==> config.mk <==
export PLATFORM = sky130hd
export DESIGN_NAME = qte_out
export DESIGN_NICKNAME = d
export VERILOG_FILES = /design/src/rtl/qte_pkg.sv /design/src/rtl/qte_out.sv
export SDC_FILE = /design/constraint.sdc
export NUM_CORES = 1
export LEC_CHECK = 0
export ABC_AREA = 1
export BUFFER_PORTS_ARGS = -buffer_cell sky130_fd_sc_hd__buf_2
export CAP_MARGIN = 40
export CELL_PAD_IN_SITES_DETAIL_PLACEMENT = 2
export CELL_PAD_IN_SITES_GLOBAL_PLACEMENT = 2
export CORE_MARGIN = 1.5
export CORE_UTILIZATION = 37
export DETAILED_ROUTE_END_ITERATION = 16
export PLACE_DENSITY = 0.84
export RECOVER_POWER = 25
export SYNTH_ARGS = -nofsm -noshare
export SYNTH_HDL_FRONTEND = slang
export SYNTH_SLANG_ARGS = --single-unit
==> constraint.sdc <==
create_clock -name i_clk -period 5.47 [get_ports i_clk]
set_input_delay 0.547 -clock i_clk [delete_from_list [all_inputs] [get_ports i_clk]]
set_output_delay 0.547 -clock i_clk [all_outputs]
set_load 0.1 [all_outputs]
==> src/rtl/qte_pkg.sv <==
`default_nettype none
package qte_pkg;

    localparam int QUAT_WIDTH_DEF    = 16;
    localparam int CORDIC_STAGES_DEF = 16;
    localparam int TAB_LEN           = 24;
    // Width of the vectors handed to the CORDIC units; the angle accumulator (ZW) has the same width.
    localparam int VEC_W             = 34;
    localparam int CW                = 36;
    localparam int ZW                = 34;
    // One integer square root step per stage, 64-bit radicand.
    localparam int SQ_STEPS          = 32;
    localparam int FRONT_LAT         = 4;
    localparam int OUT_LAT           = 2;

    localparam logic [30:0] ATAN_TAB [TAB_LEN] = '{
        31'd843314856, 31'd497837829, 31'd263043836, 31'd133525158,
        31'd67021686,  31'd33543515,  31'd16775850,  31'd8388437,
        31'd4194282,   31'd2097149,   31'd1048575,   31'd524287,
        31'd262143,    31'd131071,    31'd65535,     31'd32767,
        31'd16383,     31'd8191,      31'd4095,      31'd2047,
        31'd1023,      31'd511,       31'd255,       31'd127
    };

    localparam logic signed [ZW-1:0] ANG_HALF_PI = 34'sd1686629713;
    localparam logic [21:0] RAD2DEG_Q16 = 22'd3754936;

    typedef struct packed {
        logic signed [VEC_W-1:0] yaw_y;
        logic signed [VEC_W-1:0] yaw_x;
        logic signed [VEC_W-1:0] roll_y;
        logic signed [VEC_W-1:0] roll_x;
        logic signed [VEC_W-1:0] pitch_y;
        logic                    inv;
    } t_side;

    typedef struct packed {
        logic               inv;
        logic signed [15:0] roll;
        logic signed [15:0] pitch;
        logic signed [15:0] yaw;
    } t_res;

endpackage
`default_nettype wire

==> src/rtl/qte_out.sv <==
`default_nettype none
module qte_out (
    input  wire logic                         i_clk,
    input  wire logic                         i_en,
    input  wire logic                         i_deg,
    input  wire logic signed [qte_pkg::ZW-1:0] i_z,
    output logic signed [15:0]                o_angle
);
    import qte_pkg::*;

    localparam int PW = ZW + 23;

    logic signed [ZW-1:0] r_z;
    logic signed [PW-1:0] r_prod;
    logic                 r_deg;

    always_ff @(posedge i_clk) begin
        if (i_en) begin
            r_z    <= i_z;
            r_prod <= PW'(i_z) * PW'($signed({1'b0, RAD2DEG_Q16}));
            r_deg  <= i_deg;
        end
    end

    logic signed [PW-1:0]   w_dr;
    logic signed [ZW:0]     w_rr;
    logic signed [17:0]     w_sel;
    logic signed [15:0]     n_angle;

    // Round half up: degrees drop 39 bits, radians drop 17 bits.
    always_comb begin
        w_dr  = r_prod + (PW'(1) <<< 38);
        w_rr  = (ZW+1)'(r_z) + (ZW+1)'(65536);
        w_sel = r_deg ? w_dr[56:39] : w_rr[34:17];
        if (w_sel > 18'sd32767) begin
            n_angle = 16'sh7fff;
        end else if (w_sel < -18'sd32768) begin
            n_angle = 16'sh8000;
        end else begin
            n_angle = w_sel[15:0];
        end
    end

    logic signed [15:0] r_angle;

    always_ff @(posedge i_clk) begin
        if (i_en) begin
            r_angle <= n_angle;
        end
    end

    assign o_angle = r_angle;

endmodule
`default_nettype wire

### Word level (Yosys, flattened, before mapping)

Cells that the tools add are included.
W data, S select, Z words.

* $add $sub $neg: 2
* multipliers: 1
* div/mod/pow operators: 0
* $lt $le $gt $ge: 2
* equality and inequality tests: 0
* shift-type cells: 0
* mux-type cells: 2
* bitwise gates (word level): 0
* reduce and logical (&&, ||, !) cells: 0

Operator list (number)
* $add A57 B40 Y57 const B: 1
* $mul A34 B20 Y54 const B: 1
* $add A34 B18 Y35 const B: 1
* $gt A18 B16 Y1 const B: 1
* $lt A18 B16 Y1 const B: 1
* $mux W18: 1
* $mux W16: 1

* register bits: 105
* bits in latches: 0
* RAM bits: 0
* ROM bits: 0
* input port bits: 37
* word-level logic and storage cells: 11
* memories kept: 0

### Longest topological paths before layout

* depth after elaboration: 4
* gate-level depth with buffers: 27
* mapped depth without buffers: 27

### Worst setup path after synthesis

No wires, ideal clock.

* path kind: input to register
* start: in i_z[33] (netlist name)
* end: reg r_prod[45], data pin
* setup time: 0.253 ns
* arrival time: 5.565 ns
* required time: 5.217 ns
* slack: -0.347 ns
* stages: 20
* buffers on the path: 1
* cells stage by stage: inv_1 > clkbuf_1 > fa_1 > inv_1 > fa_1 > fa_1 > fa_1 > inv_1 > fa_1 > inv_1 > ha_1 > nand2_1 > nor2_1 > inv_1 > nor2_1 > nand2_1 > nor3_1 > nand2_1 > nand4_1 > nand2_1

* cells in the longest elaborated chain, start to end: 1

Ends and longest elaborated chain
* start: declaration: line qte_out.sv:6 `input wire logic signed [qte_pkg::ZW-1:0] i_z,`
* $mul A34 B20 Y54: line qte_out.sv:20 `r_prod <= PW'(i_z) * PW'($signed({1'b0, RAD2DEG_Q16}));`
* end signal: assignment: line qte_out.sv:20
* end: declaration: line qte_out.sv:14 `logic signed [PW-1:0] r_prod;`

Every way passes these cells.
A chain may end at the register's enable or synchronous reset.

### Worst setup path in the final report

* start: in i_z[10] (netlist name)
* end: reg r_prod[42], data pin

The elaborated chain is that of the path after synthesis.

==> run summary <==
The critical path in this run is classified as primary input to flop. The via count normalized by instance count was 6.279; the logic depth of the worst setup path including buffers was 26. Wire segments on met3 add up to 12580 microns in the final route. The deepest clock path buffer count is 2. Detailed routing placed a total of 56280 microns of wire on met2. The number of buffers and inverters on the critical path is 8. The largest single stage delay on the critical path is 0.60 ns. The run gives 2155 as the cell count after synthesis. After detailed routing, the number of remaining DRC violations is 0. The tools report the standard cell core area as 47650 sq um. The tools report the antenna violation net count after detailed routing as 0.

The tools report the type of element capturing the critical path as a flop. Counting flops with an async set or reset pin after synthesis yields a share of 0%. For this block, the initial DRC count from the detailed router was 1986. The fill cell instance count of the final layout came out at 5006. The routed layout has 19830 vias.

Max-cap violations in this run came to 0. The clock-pin slew reported for the worst setup and hold paths after clock tree synthesis was 0.09 ns. I/O pin count: 53. The final-report max-slew violation count is 0, and the number of hold violations in the final report is 0.

The post-synth design cell area came out at 17840 sq um. The run gives 44.07% as the total routing resource utilization after global routing. In the final layout, the multi-input gates occupy 17070 sq um. The final reports fail on setup timing. Yosys mapped the design onto 38 distinct sky130hd cell types. TritonCTS built the clock tree. The worst path in the final design needs a cycle of 6.573 ns, including I/O delays and setup. STA classifies the critical path startpoint as a primary input. Synthesis produced a netlist with a net count of 2776.

The die covers 49530 sq um. The post-synthesis to final-layout area growth is 40.94%, and the sum of routed wire length over all layers is 127200 microns. In this design, the largest share of critical-path delay is due to adder cells.

Setup violations remaining at the end of the flow were counted as 19. The first global-routing pass estimated 156900 microns of wire. Yosys printed 0 warnings. Of all nets on the critical path, the largest fanout is 5. Dividing the final minimum period by the clock period gives 120.2%. During placement, the flow inserted port buffers numbering 52. In this run the top signal layer used is met4.

The clock skew is 0.03523 ns. At the pin with the least slew margin, the transition time is 0.9223 ns. After detailed routing, the wire length on met1 is 44460 microns.

The slowest library cell on the worst path is sky130_fd_sc_hd__fa_2. For this run the aggregate overflow at the end of global routing stands at 0. The tools report the number of buffers inserted during clock tree synthesis as 5.

Routability-driven placement finished with a final weighted congestion of 0.9543. The sink count of the clock tree is 54, and the register area is 1622 sq um. For this run, the detailed router's first-pass iteration total came to 5. In the final design database the tool counted 3162 nets. The library cell with the largest summed area after synthesis is sky130_fd_sc_hd__fa_1. For the worst setup path, the data arrival time is 6.66 ns. Setup repair after global routing could not meet its margin everywhere. The chip width came out at 222.6 microns.

The flow ran to the end, but the final reports show violations. Based on the critical path, the design can be clocked at up to 152.1 MHz. In this run the core area contains 80 standard-cell rows. The portion of the post-synthesis area used by sequential elements is 9.092%. Entering global routing, the biggest net connects 55 pins. The instance area after placement came out at 20930 sq um.

The share of synthesized area in the top cell type comes to 34.57%. Detailed placement finished with a half-perimeter wire length of 72170 microns. Data required time at the worst endpoint: 5.55 ns. The via count of the first global-routing pass is 21680, and the register bit total from synthesis is 54. The number of antenna violations at the first check in global routing is 4.

The wire length per cell came out at 40.27 microns. Yosys attributes the largest share of cell area to sky130_fd_sc_hd__fa_1 35%, sky130_fd_sc_hd__ha_1 19%, sky130_fd_sc_hd__inv_1 13%, sky130_fd_sc_hd__nand2_1 9.5%, sky130_fd_sc_hd__edfxtp_1 9.1%. After routing the design area is 25140 sq um. The count of H-tree levels built during CTS is 2. The tightest min-delay check is of the primary input to flop type. Clock tree synthesis selected as its root buffer the cell sky130_fd_sc_hd__clkbuf_16. In this run the vertical extent of the chip is 222.6 microns.

The clock latency on the worst-skew pair is 0.35 ns, and the relative max-transition margin is 37.86%. The cell depth of the worst flop-to-flop path works out to 12. The smallest setup slack after layout is -1.103 ns, and the count of flip-flops with a built-in enable after synthesis is 54.

The depth of the worst hold-timing path is 1. The per-instance average area after synthesis is 8.276 sq um. Counting instances in the post-synthesis netlist gives the leading cell types as 598 x sky130_fd_sc_hd__inv_1, 450 x sky130_fd_sc_hd__nand2_1, 308 x sky130_fd_sc_hd__fa_1. For the starting density of the core, the log shows 37.43%.

Dominant register cell in the synthesized netlist: sky130_fd_sc_hd__edfxtp_1. Most frequent cell after synthesis: sky130_fd_sc_hd__inv_1. The fraction of final layout cells sized beyond drive strength 1 is 39.04%.
## kinds of logic (layout without fill, tap and decap cells)
kind of cell / Yosys count / after routing / synth area share, %
XOR/XNOR: 58 / 58 / 2.848
adder cells (fa/ha/maj): 584 / 584 / 53.93
flip-flops: 54 / 54 / 9.092
other: 0 / 2 / 0
buffers and inverters: 612 / 998 / 13.16
AND/OR/NAND/NOR: 683 / 683 / 15.74
AO/OA/AOI/OAI: 164 / 164 / 5.226
## flip-flops by register name (all words and copies together) (netlist names)
register / flops
r_prod: 19
r_z: 18
o_angle: 16
r_deg: 1
## worst register-to-register path: cells and delay by family, from the launching register on
kind	cells	cell delay, ns
AO/OA/AOI/OAI	1	0.34
adder cells (fa/ha/maj)	1	0.27
buffers and inverters	3	0.94
flip-flops	1	0.39
AND/OR/NAND/NOR	7	1.26
## per-layer routing
metal,vias to the layer above,GRT usage (%)
li1,7276,-
met1,10090,50.83
met2,1660,75.40
met3,801,8.053
met4,0,27.98
met5,-,0
## placed cells by master, fill, tap and decap left out, drive strengths merged, types with 48 or more instances in the layout
cell type / count
inv: 599
xor2: 48
fa: 308
ha: 276
nand3: 60
buf: 385
nand2: 458
o21ai: 51
edfxtp: 54
a21oi: 78
nor2: 114
## cell type report
type / count / share of cell area, %
diodes: 2 / 0.01991
well taps: 615 / 3.061
clock inverters: 2 / 0.1344
clock buffers: 5 / 0.4977
inverters: 600 / 9.054
multi-input cells: 1489 / 67.91
repair buffers: 391 / 12.88
flip-flops and latches: 54 / 6.451
## path summary, 6_finish.rpt
path                            startpoint         end  slack, ns
worst min-delay path                 i_deg       r_deg       0.41
worst max register to register       r_deg  o_angle[4]       2.03
worst min register to register  r_prod[39]  o_angle[0]       0.88
worst max-delay path               i_z[10]  r_prod[42]      -1.10
## metrics by stage
step / utilization (%) / setup TNS, ns / hold slack [ns] / std cells / setup slack, ns
after floorplan: - / 0 / 0.6459 / 2155 / 0.0003300
after global placement: 43.93 / -12.09 / 0.7259 / 3090 / -0.8428
after detailed placement: 43.93 / -18.22 / 0.7308 / 3090 / -1.183
after CTS: 50.66 / -2.067 / 0.4120 / 3137 / -0.1948
after global routing: 52.75 / -18.47 / 0.4131 / 3156 / -1.102
final: 52.76 / -18.35 / 0.4061 / 3158 / -1.103
## repair_timing
item | CTS | global route
hold buffers | 0 | 0
pin swaps | 198 | 139
buffers inserted | 42 | 20
setup endpoints to repair | 19 | 19
gates resized for setup | 639 | 235
Power is not shown: default switching activity piles up to over one toggle a cycle in this logic, so the estimate is an artifact.
