[src/rtl/qte_pkg.sv]
`default_nettype none
package qte_pkg;

    localparam int QUAT_WIDTH_DEF    = 16;
    localparam int CORDIC_STAGES_DEF = 16;
    localparam int TAB_LEN           = 24;
    // Width of the vectors handed to the CORDIC units; the angle accumulator (ZW) has the same width.
    localparam int VEC_W             = 34;
    localparam int CW                = 36;
    localparam int ZW                = 34;
    // One integer square root step per stage, 64-bit radicand.
    localparam int SQ_STEPS          = 32;
    localparam int FRONT_LAT         = 4;
    localparam int OUT_LAT           = 2;

    localparam logic [30:0] ATAN_TAB [TAB_LEN] = '{
        31'd843314856, 31'd497837829, 31'd263043836, 31'd133525158,
        31'd67021686,  31'd33543515,  31'd16775850,  31'd8388437,
        31'd4194282,   31'd2097149,   31'd1048575,   31'd524287,
        31'd262143,    31'd131071,    31'd65535,     31'd32767,
        31'd16383,     31'd8191,      31'd4095,      31'd2047,
        31'd1023,      31'd511,       31'd255,       31'd127
    };

    localparam logic signed [ZW-1:0] ANG_HALF_PI = 34'sd1686629713;
    localparam logic [21:0] RAD2DEG_Q16 = 22'd3754936;

    typedef struct packed {
        logic signed [VEC_W-1:0] yaw_y;
        logic signed [VEC_W-1:0] yaw_x;
        logic signed [VEC_W-1:0] roll_y;
        logic signed [VEC_W-1:0] roll_x;
        logic signed [VEC_W-1:0] pitch_y;
        logic                    inv;
    } t_side;

    typedef struct packed {
        logic               inv;
        logic signed [15:0] roll;
        logic signed [15:0] pitch;
        logic signed [15:0] yaw;
    } t_res;

endpackage
`default_nettype wire

[src/rtl/qte_isqrt.sv]
`default_nettype none
module qte_isqrt (
    input  wire logic        i_clk,
    input  wire logic        i_en,
    input  wire logic [63:0] i_v,
    output logic [31:0]      o_root
);
    import qte_pkg::*;

    logic [63:0] r_v [SQ_STEPS];
    logic [63:0] r_r [SQ_STEPS];

    // Each stage tries one result bit, from bit 31 down to bit 0.
    for (genvar g = 0; g < SQ_STEPS; g++) begin : g_step
        logic [63:0] w_v_in;
        logic [63:0] w_r_in;
        logic [63:0] w_try;
        localparam logic [63:0] BIT = 64'd1 << (62 - 2 * g);

        if (g == 0) begin : g_first
            assign w_v_in = i_v;
            assign w_r_in = '0;
        end else begin : g_next
            assign w_v_in = r_v[g-1];
            assign w_r_in = r_r[g-1];
        end

        assign w_try = w_r_in + BIT;

        always_ff @(posedge i_clk) begin
            if (i_en) begin
                if (w_v_in >= w_try) begin
                    r_v[g] <= w_v_in - w_try;
                    r_r[g] <= (w_r_in >> 1) + BIT;
                end else begin
                    r_v[g] <= w_v_in;
                    r_r[g] <= w_r_in >> 1;
                end
            end
        end
    end

    assign o_root = r_r[SQ_STEPS-1][31:0];

endmodule
`default_nettype wire

[config.mk]
export PLATFORM = sky130hd
export DESIGN_NAME = qte_isqrt
export DESIGN_NICKNAME = d
export VERILOG_FILES = /design/src/rtl/qte_pkg.sv /design/src/rtl/qte_isqrt.sv
export SDC_FILE = /design/constraint.sdc
export NUM_CORES = 2
export LEC_CHECK = 0
export BUFFER_PORTS_ARGS = -buffer_cell sky130_fd_sc_hd__buf_4
export CORE_MARGIN = 4
export CORE_UTILIZATION = 64
export DETAILED_ROUTE_END_ITERATION = 10
export GPL_ROUTABILITY_DRIVEN = 1
export PLACE_DENSITY_LB_ADDON = 0.08
export SLEW_MARGIN = 20
export SYNTH_ARGS = -nofsm -noshare
export SYNTH_HDL_FRONTEND = slang
export SYNTH_SLANG_ARGS = --single-unit
[constraint.sdc]
create_clock -name i_clk -period 5.6 [get_ports i_clk]
set_clock_uncertainty 0.15 [all_clocks]
set_input_delay 0.84 -clock i_clk [delete_from_list [all_inputs] [get_ports i_clk]]
set_output_delay 0.84 -clock i_clk [all_outputs]
set_load 0.1 [all_outputs]
* Yosys cells after proc, flatten, opt, wreduce, memory -nomap -nowiden
Memories as Yosys holds them, arrays and structs flattened. Cells that the tools add are included.
Storage, ports and cells: logic and storage cells 448, output and inout port bits 32, input port bits 66, bits in writable memories 4096, memories 2, bits in registers 0
Memories:
- r_r | depth 32, bits a word 64, read ports 32, clocked after memory_dff 0, wr ports 32, line qte_isqrt.sv:11 | logic [63:0] r_r [SQ_STEPS];
- r_v | depth 32, bits a word 64, read ports 31, clocked after memory_dff 0, wr ports 32, line qte_isqrt.sv:10 | logic [63:0] r_v [SQ_STEPS];
Cells by class: bitwise gates (word level) 64, $add $sub $neg 94, multiplexer cells 256, magnitude comparators 32
Operators by type and width (count):
- $mux W64 | 64
- $ge A64 B64 Y1 | 31
- $sub A64 B64 Y64 | 31
- $mux W1 | 192
- $add A63 B1 Y64 const B | 1
- $add A63 B11 Y64 const B | 1
- $add A63 B13 Y64 const B | 1
- $add A63 B15 Y64 const B | 1
- $add A63 B17 Y64 const B | 1
- $add A63 B19 Y64 const B | 1
- $add A63 B21 Y64 const B | 1
- $add A63 B23 Y64 const B | 1
- $add A63 B25 Y64 const B | 1
- $add A63 B27 Y64 const B | 1
- $add A63 B29 Y64 const B | 1
- $add A63 B3 Y64 const B | 1
- $add A63 B31 Y64 const B | 1
- $add A63 B33 Y64 const B | 1
- $add A63 B35 Y64 const B | 1
- $add A63 B37 Y64 const B | 1
- $add A63 B39 Y64 const B | 1
- $add A63 B41 Y64 const B | 1
- $add A63 B43 Y64 const B | 1
- $add A63 B45 Y64 const B | 1
- other kinds (45) | 108

* Longest topological paths before layout
An unclocked memory read counts as a cell.
word-level depth 7, depth in mapped cells 15

* Worst setup path before layout
No wires, ideal clock.
path type input to register, start point input i_en, end point memory r_r[28][6] (netlist: r_r[1][774]) (enable), cell stages on the path 4, setup slack 0.744 ns, path buffers 4, arrival 4.221 ns, cell sequence clkbuf_1 > clkbuf_1 > clkbuf_1 > clkbuf_1
RTL lines:
- start, declared | line qte_isqrt.sv:4 | input wire logic i_en,
- end, declared | line qte_isqrt.sv:11

==> results by group <==
Outcome
  • Run status: complete, no violations

STA
  • Max Fclk: 199 MHz
  • RSZ-0062 raised after global routing: false
  • Final setup violation count: 0
  • Endpoints failing hold: 0
  • Final Slew Violations: 0
  • Setup TNS Final: 0 ns
  • Tcrit/Tclk final: between 80 and 90%
  • Tmin final: just over 5 ns
  • Measured slew at the worst slew-check pin: between 1 and 1.5 ns
  • Rel. slew slack: between 20 and 25%

Global routing
  • Initial antenna violation count: 8
  • Total grt overflow: 0
  • Vias in the first global route: roughly 75k
  • Gr usage total: between 30% and 40%
  • Pin count of the biggest net entering global routing: 175
  • First-pass GRT wire length: ~460000 um

Drt
  • Via Count: between 70k and 80k
  • Drt drc: 0
  • Detailed-router iteration count before antenna repair: 6
  • Vias per std cell: approximately 6.3
  • Final ANT Viol Nets: 0
  • First DRT Iteration DRCs: 9055
  • Final wirelength: roughly 310000 um
  • DR WL/cell: approximately 25 um

Pwr
  • Sequential Power Share: between 40% and 50%
  • Internal: slightly below 40 mW
  • Clock power frac: 31.6%
  • Total power: 54.8 mW
  • Logic gate share of total power: about a fifth
  • P_sw: ~16 mW
  • P_leak: 50.2 nW
  • PD cells: about 410 nW/um^2
  • Sw Share: 29.9%
  • Worst VDD drop: between 0.3 and 0.4 mV

Clock tree
  • Clock Tree Root: clkbuf_16
  • CTS tree: done
  • Clock latency on the worst-skew pair: about 0.95 ns
  • Reg clk slew, reported paths: 0.06 ns
  • CTS Buf Count: 275
  • CTS H-tree lvls: 5
  • Post-CTS Setup Inserts: 0
  • Clock Tree Buf Depth: 4
  • CTS Sinks: around 2.5k

Place
  • Inst Count DP: between 10k and 15k
  • Routability cong.: 0.970
  • DP HPWL: 228000 um
  • DP Area: between 100000 and 150000 um^2
  • PortBufs: 97

Finish
  • Final #Nets: around 11k
  • Highest-count cells in the layout ignoring fill and taps: edfxtp_1, inv_1, nand2_1
  • Finished Cell Area: approximately 130000 um^2
  • Non-Filler Instances: ~13k
  • Layout cell share with drive strength beyond 1: around 6.9%
  • Most common cell after layout, fill and taps aside: edfxtp_1
  • Area Overhead vs Synth: 10.7%

Logic synthesis
  • Yosys Warn Count: 0
  • Syn_area_per_cell: roughly 13 um^2
  • Cell variety after synth: 96
  • Post-Synthesis Cells: 9611
  • Register area share after synthesis: a little over three fifths
  • Ys flop type: edfxtp_1
  • EDFF count, synth: 2512
  • Post-Syn Nets: 10.2k
  • Flops & latches, synth: roughly 2.5k
  • Synthesized area: around 120000 um^2
  • FFs w/ async S/R, synth: 0%

Setup path
  • Highest-delay cell along the critical path: nor4_1
  • R2r startpoint: r_v[1][593]
  • Setup crit end: r_v[1][691]
  • Crit path launch: r_v[1][593]
  • CP cell instances: ha_1 > nand3_1 > nor3_1 > o21ai_0 > a21oi_1 > o21ai_0 > o21ai_0 > a311oi_4 > nor4_1 > o2111ai_1 > o2bb2ai_1
  • Cell mode on critical path: o21ai_0
  • Crit path launch type: register
  • Kind of critical path: reg2reg
  • Req. time, crit path: between 6 and 7 ns
  • Top delay family on crit path: compound AO/OA/AOI/OAI gates
  • Crit path depth: 11
  • CP Max Fanout: 6
  • FF-to-FF setup slack: 0.57 ns
  • Worst stage delay on the critical path: 0.85 ns
  • CP bufs+invs: 0
  • Worst r2r path cells: 11
  • R2R Path End: r_v[1][691]
  • Endpoint type of the worst setup path: register
  • CP Data Arrival Time: about 5.6 ns

Hold path
  • Hold depth: 2
  • Hold Crit Class: in2reg

Floorplan
  • Die area: roughly 200000 um^2
  • IO Count: between 90 and 100
  • Core region area: ~190000 um^2
  • Die X-Extent: roughly 440 um
  • Initial core utilization: 64.7%
  • Row count: 158
  • Die span in y: 442 um

Flow run
  • Maxcap violations: 0
## state kept, by name, indices dropped and copies added (netlist names)
signal / cells
r_r: 528
r_v: 1984
## cell families (layout without fill, tap and decap cells)
kind of cell    after synthesis  after routing  synth area share [%]
compound gates             1849           1849                  9.56
xor+xnor                    878            878                  6.39
fa+ha+maj                   558            558                  5.80
buf+inv                     917           1388                  2.88
flops                      2512           2512                  62.6
mux                          65             65                 0.595
other cells                   0              5                     0
simple gates               2832           2832                  12.1
## repair_timing
item,CTS,global route
hold endpoints to repair,62,0
gates resized for setup,0,0
hold buffers,62,0
## Yosys cell counts, drive strengths merged (17+ instances only)
cell	instances	area, um^2
edfxtp	2512	75400
inv	702	2640
nand2	695	2610
ha	558	6980
nor2	556	2090
o21ai	538	2690
a21oi	533	2680
xor2	468	4100
xnor2	410	3590
nor4	360	2260
nor3	258	1300
a21o	242	1820
clkbuf	192	721
nand3	165	826
nand4	142	888
or3	121	772
nand2b	113	714
o21a	100	751
nor2b	64	400
or4	62	477
mux2	53	597
o21bai	52	390
a211oi	49	368
o31ai	49	368
a31oi	46	288
and3	45	282
nor4b	45	400
o211ai	42	315
and2	39	244
or2	39	244
nand4b	29	254
buf	22	108
nand3b	22	169
nor3b	21	158
and4	20	178
a21boi	17	128
## how the worst min path moves through the flow
stage / start / to / slack [ns]
after global placement: r_v[1][578] / r_v[1][642] / 0.27
after CTS: i_v[62] / r_v[0][62] / 0.02
after detailed placement: r_v[0][979] / r_v[1][19] / 0.28
after floorplan: r_v[0][733] / r_v[0][797] / 0.27
after global routing: i_v[62] / r_v[0][62] / 0.03
final: i_v[62] / r_v[0][62] / 0.07
## metal layers
metal / global-route usage, % / vias to the layer above / share of wire (%)
li1: - / 36500 / -
met1: 45.4 / 38500 / 43
met2: 45.9 / 3700 / 44
met3: 7.93 / 583 / 10
met4: 10.0 / 2 / 3.3
met5: 0 / - / 0.0042
## area by class of cell
cell class / count / area [um^2]
Tap cell: 2480 / 3100
Inverter: 703 / 2640
Multi-Input combinational cell: 6182 / 41600
Fill cell: 12600 / 53000
Clock buffer: 318 / 7170
Timing Repair Buffer: 226 / 2000
Sequential cell: 2512 / 75400
Antenna cell: 5 / 12.5
Clock inverter: 141 / 1300
## power groups by stage
| stage | Sequential (mW) | Clock [mW] | Combinational [mW] |
|---|---|---|---|
| final | 26.1 | 17.3 | 11.4 |
| after global placement | 26.3 | 0 | 10.9 |
| after floorplan | 25.3 | 0 | 8.17 |
| after global routing | 26.2 | 18.4 | 12.5 |
| after CTS | 26.0 | 17.5 | 11.2 |
| after detailed placement | 26.3 | 0 | 11.0 |
## per-stage QoR
| stage | utilization [%] | hold slack [ns] | worst slack [ns] |
|---|---|---|---|
| 2_1_floorplan | - | 0.267 | 0.744 |
| 3_3_place_gp | 66.7 | 0.275 | 0.962 |
| 3_5_place_dp | 66.7 | 0.281 | 0.811 |
| 4_1_cts | 71.5 | 0.0155 | 0.801 |
| 5_1_grt | 71.5 | 0.0307 | 0.361 |
| 6_report | 71.6 | 0.0665 | 0.566 |
## worst register-to-register path: cells and delay by family (launching register included)
kind	cells	cell delay, ns
compound gates	7	2.29
fa+ha+maj	1	0.37
flops	1	0.41
simple gates	3	1.58
Power figures use the tool's default switching activity.
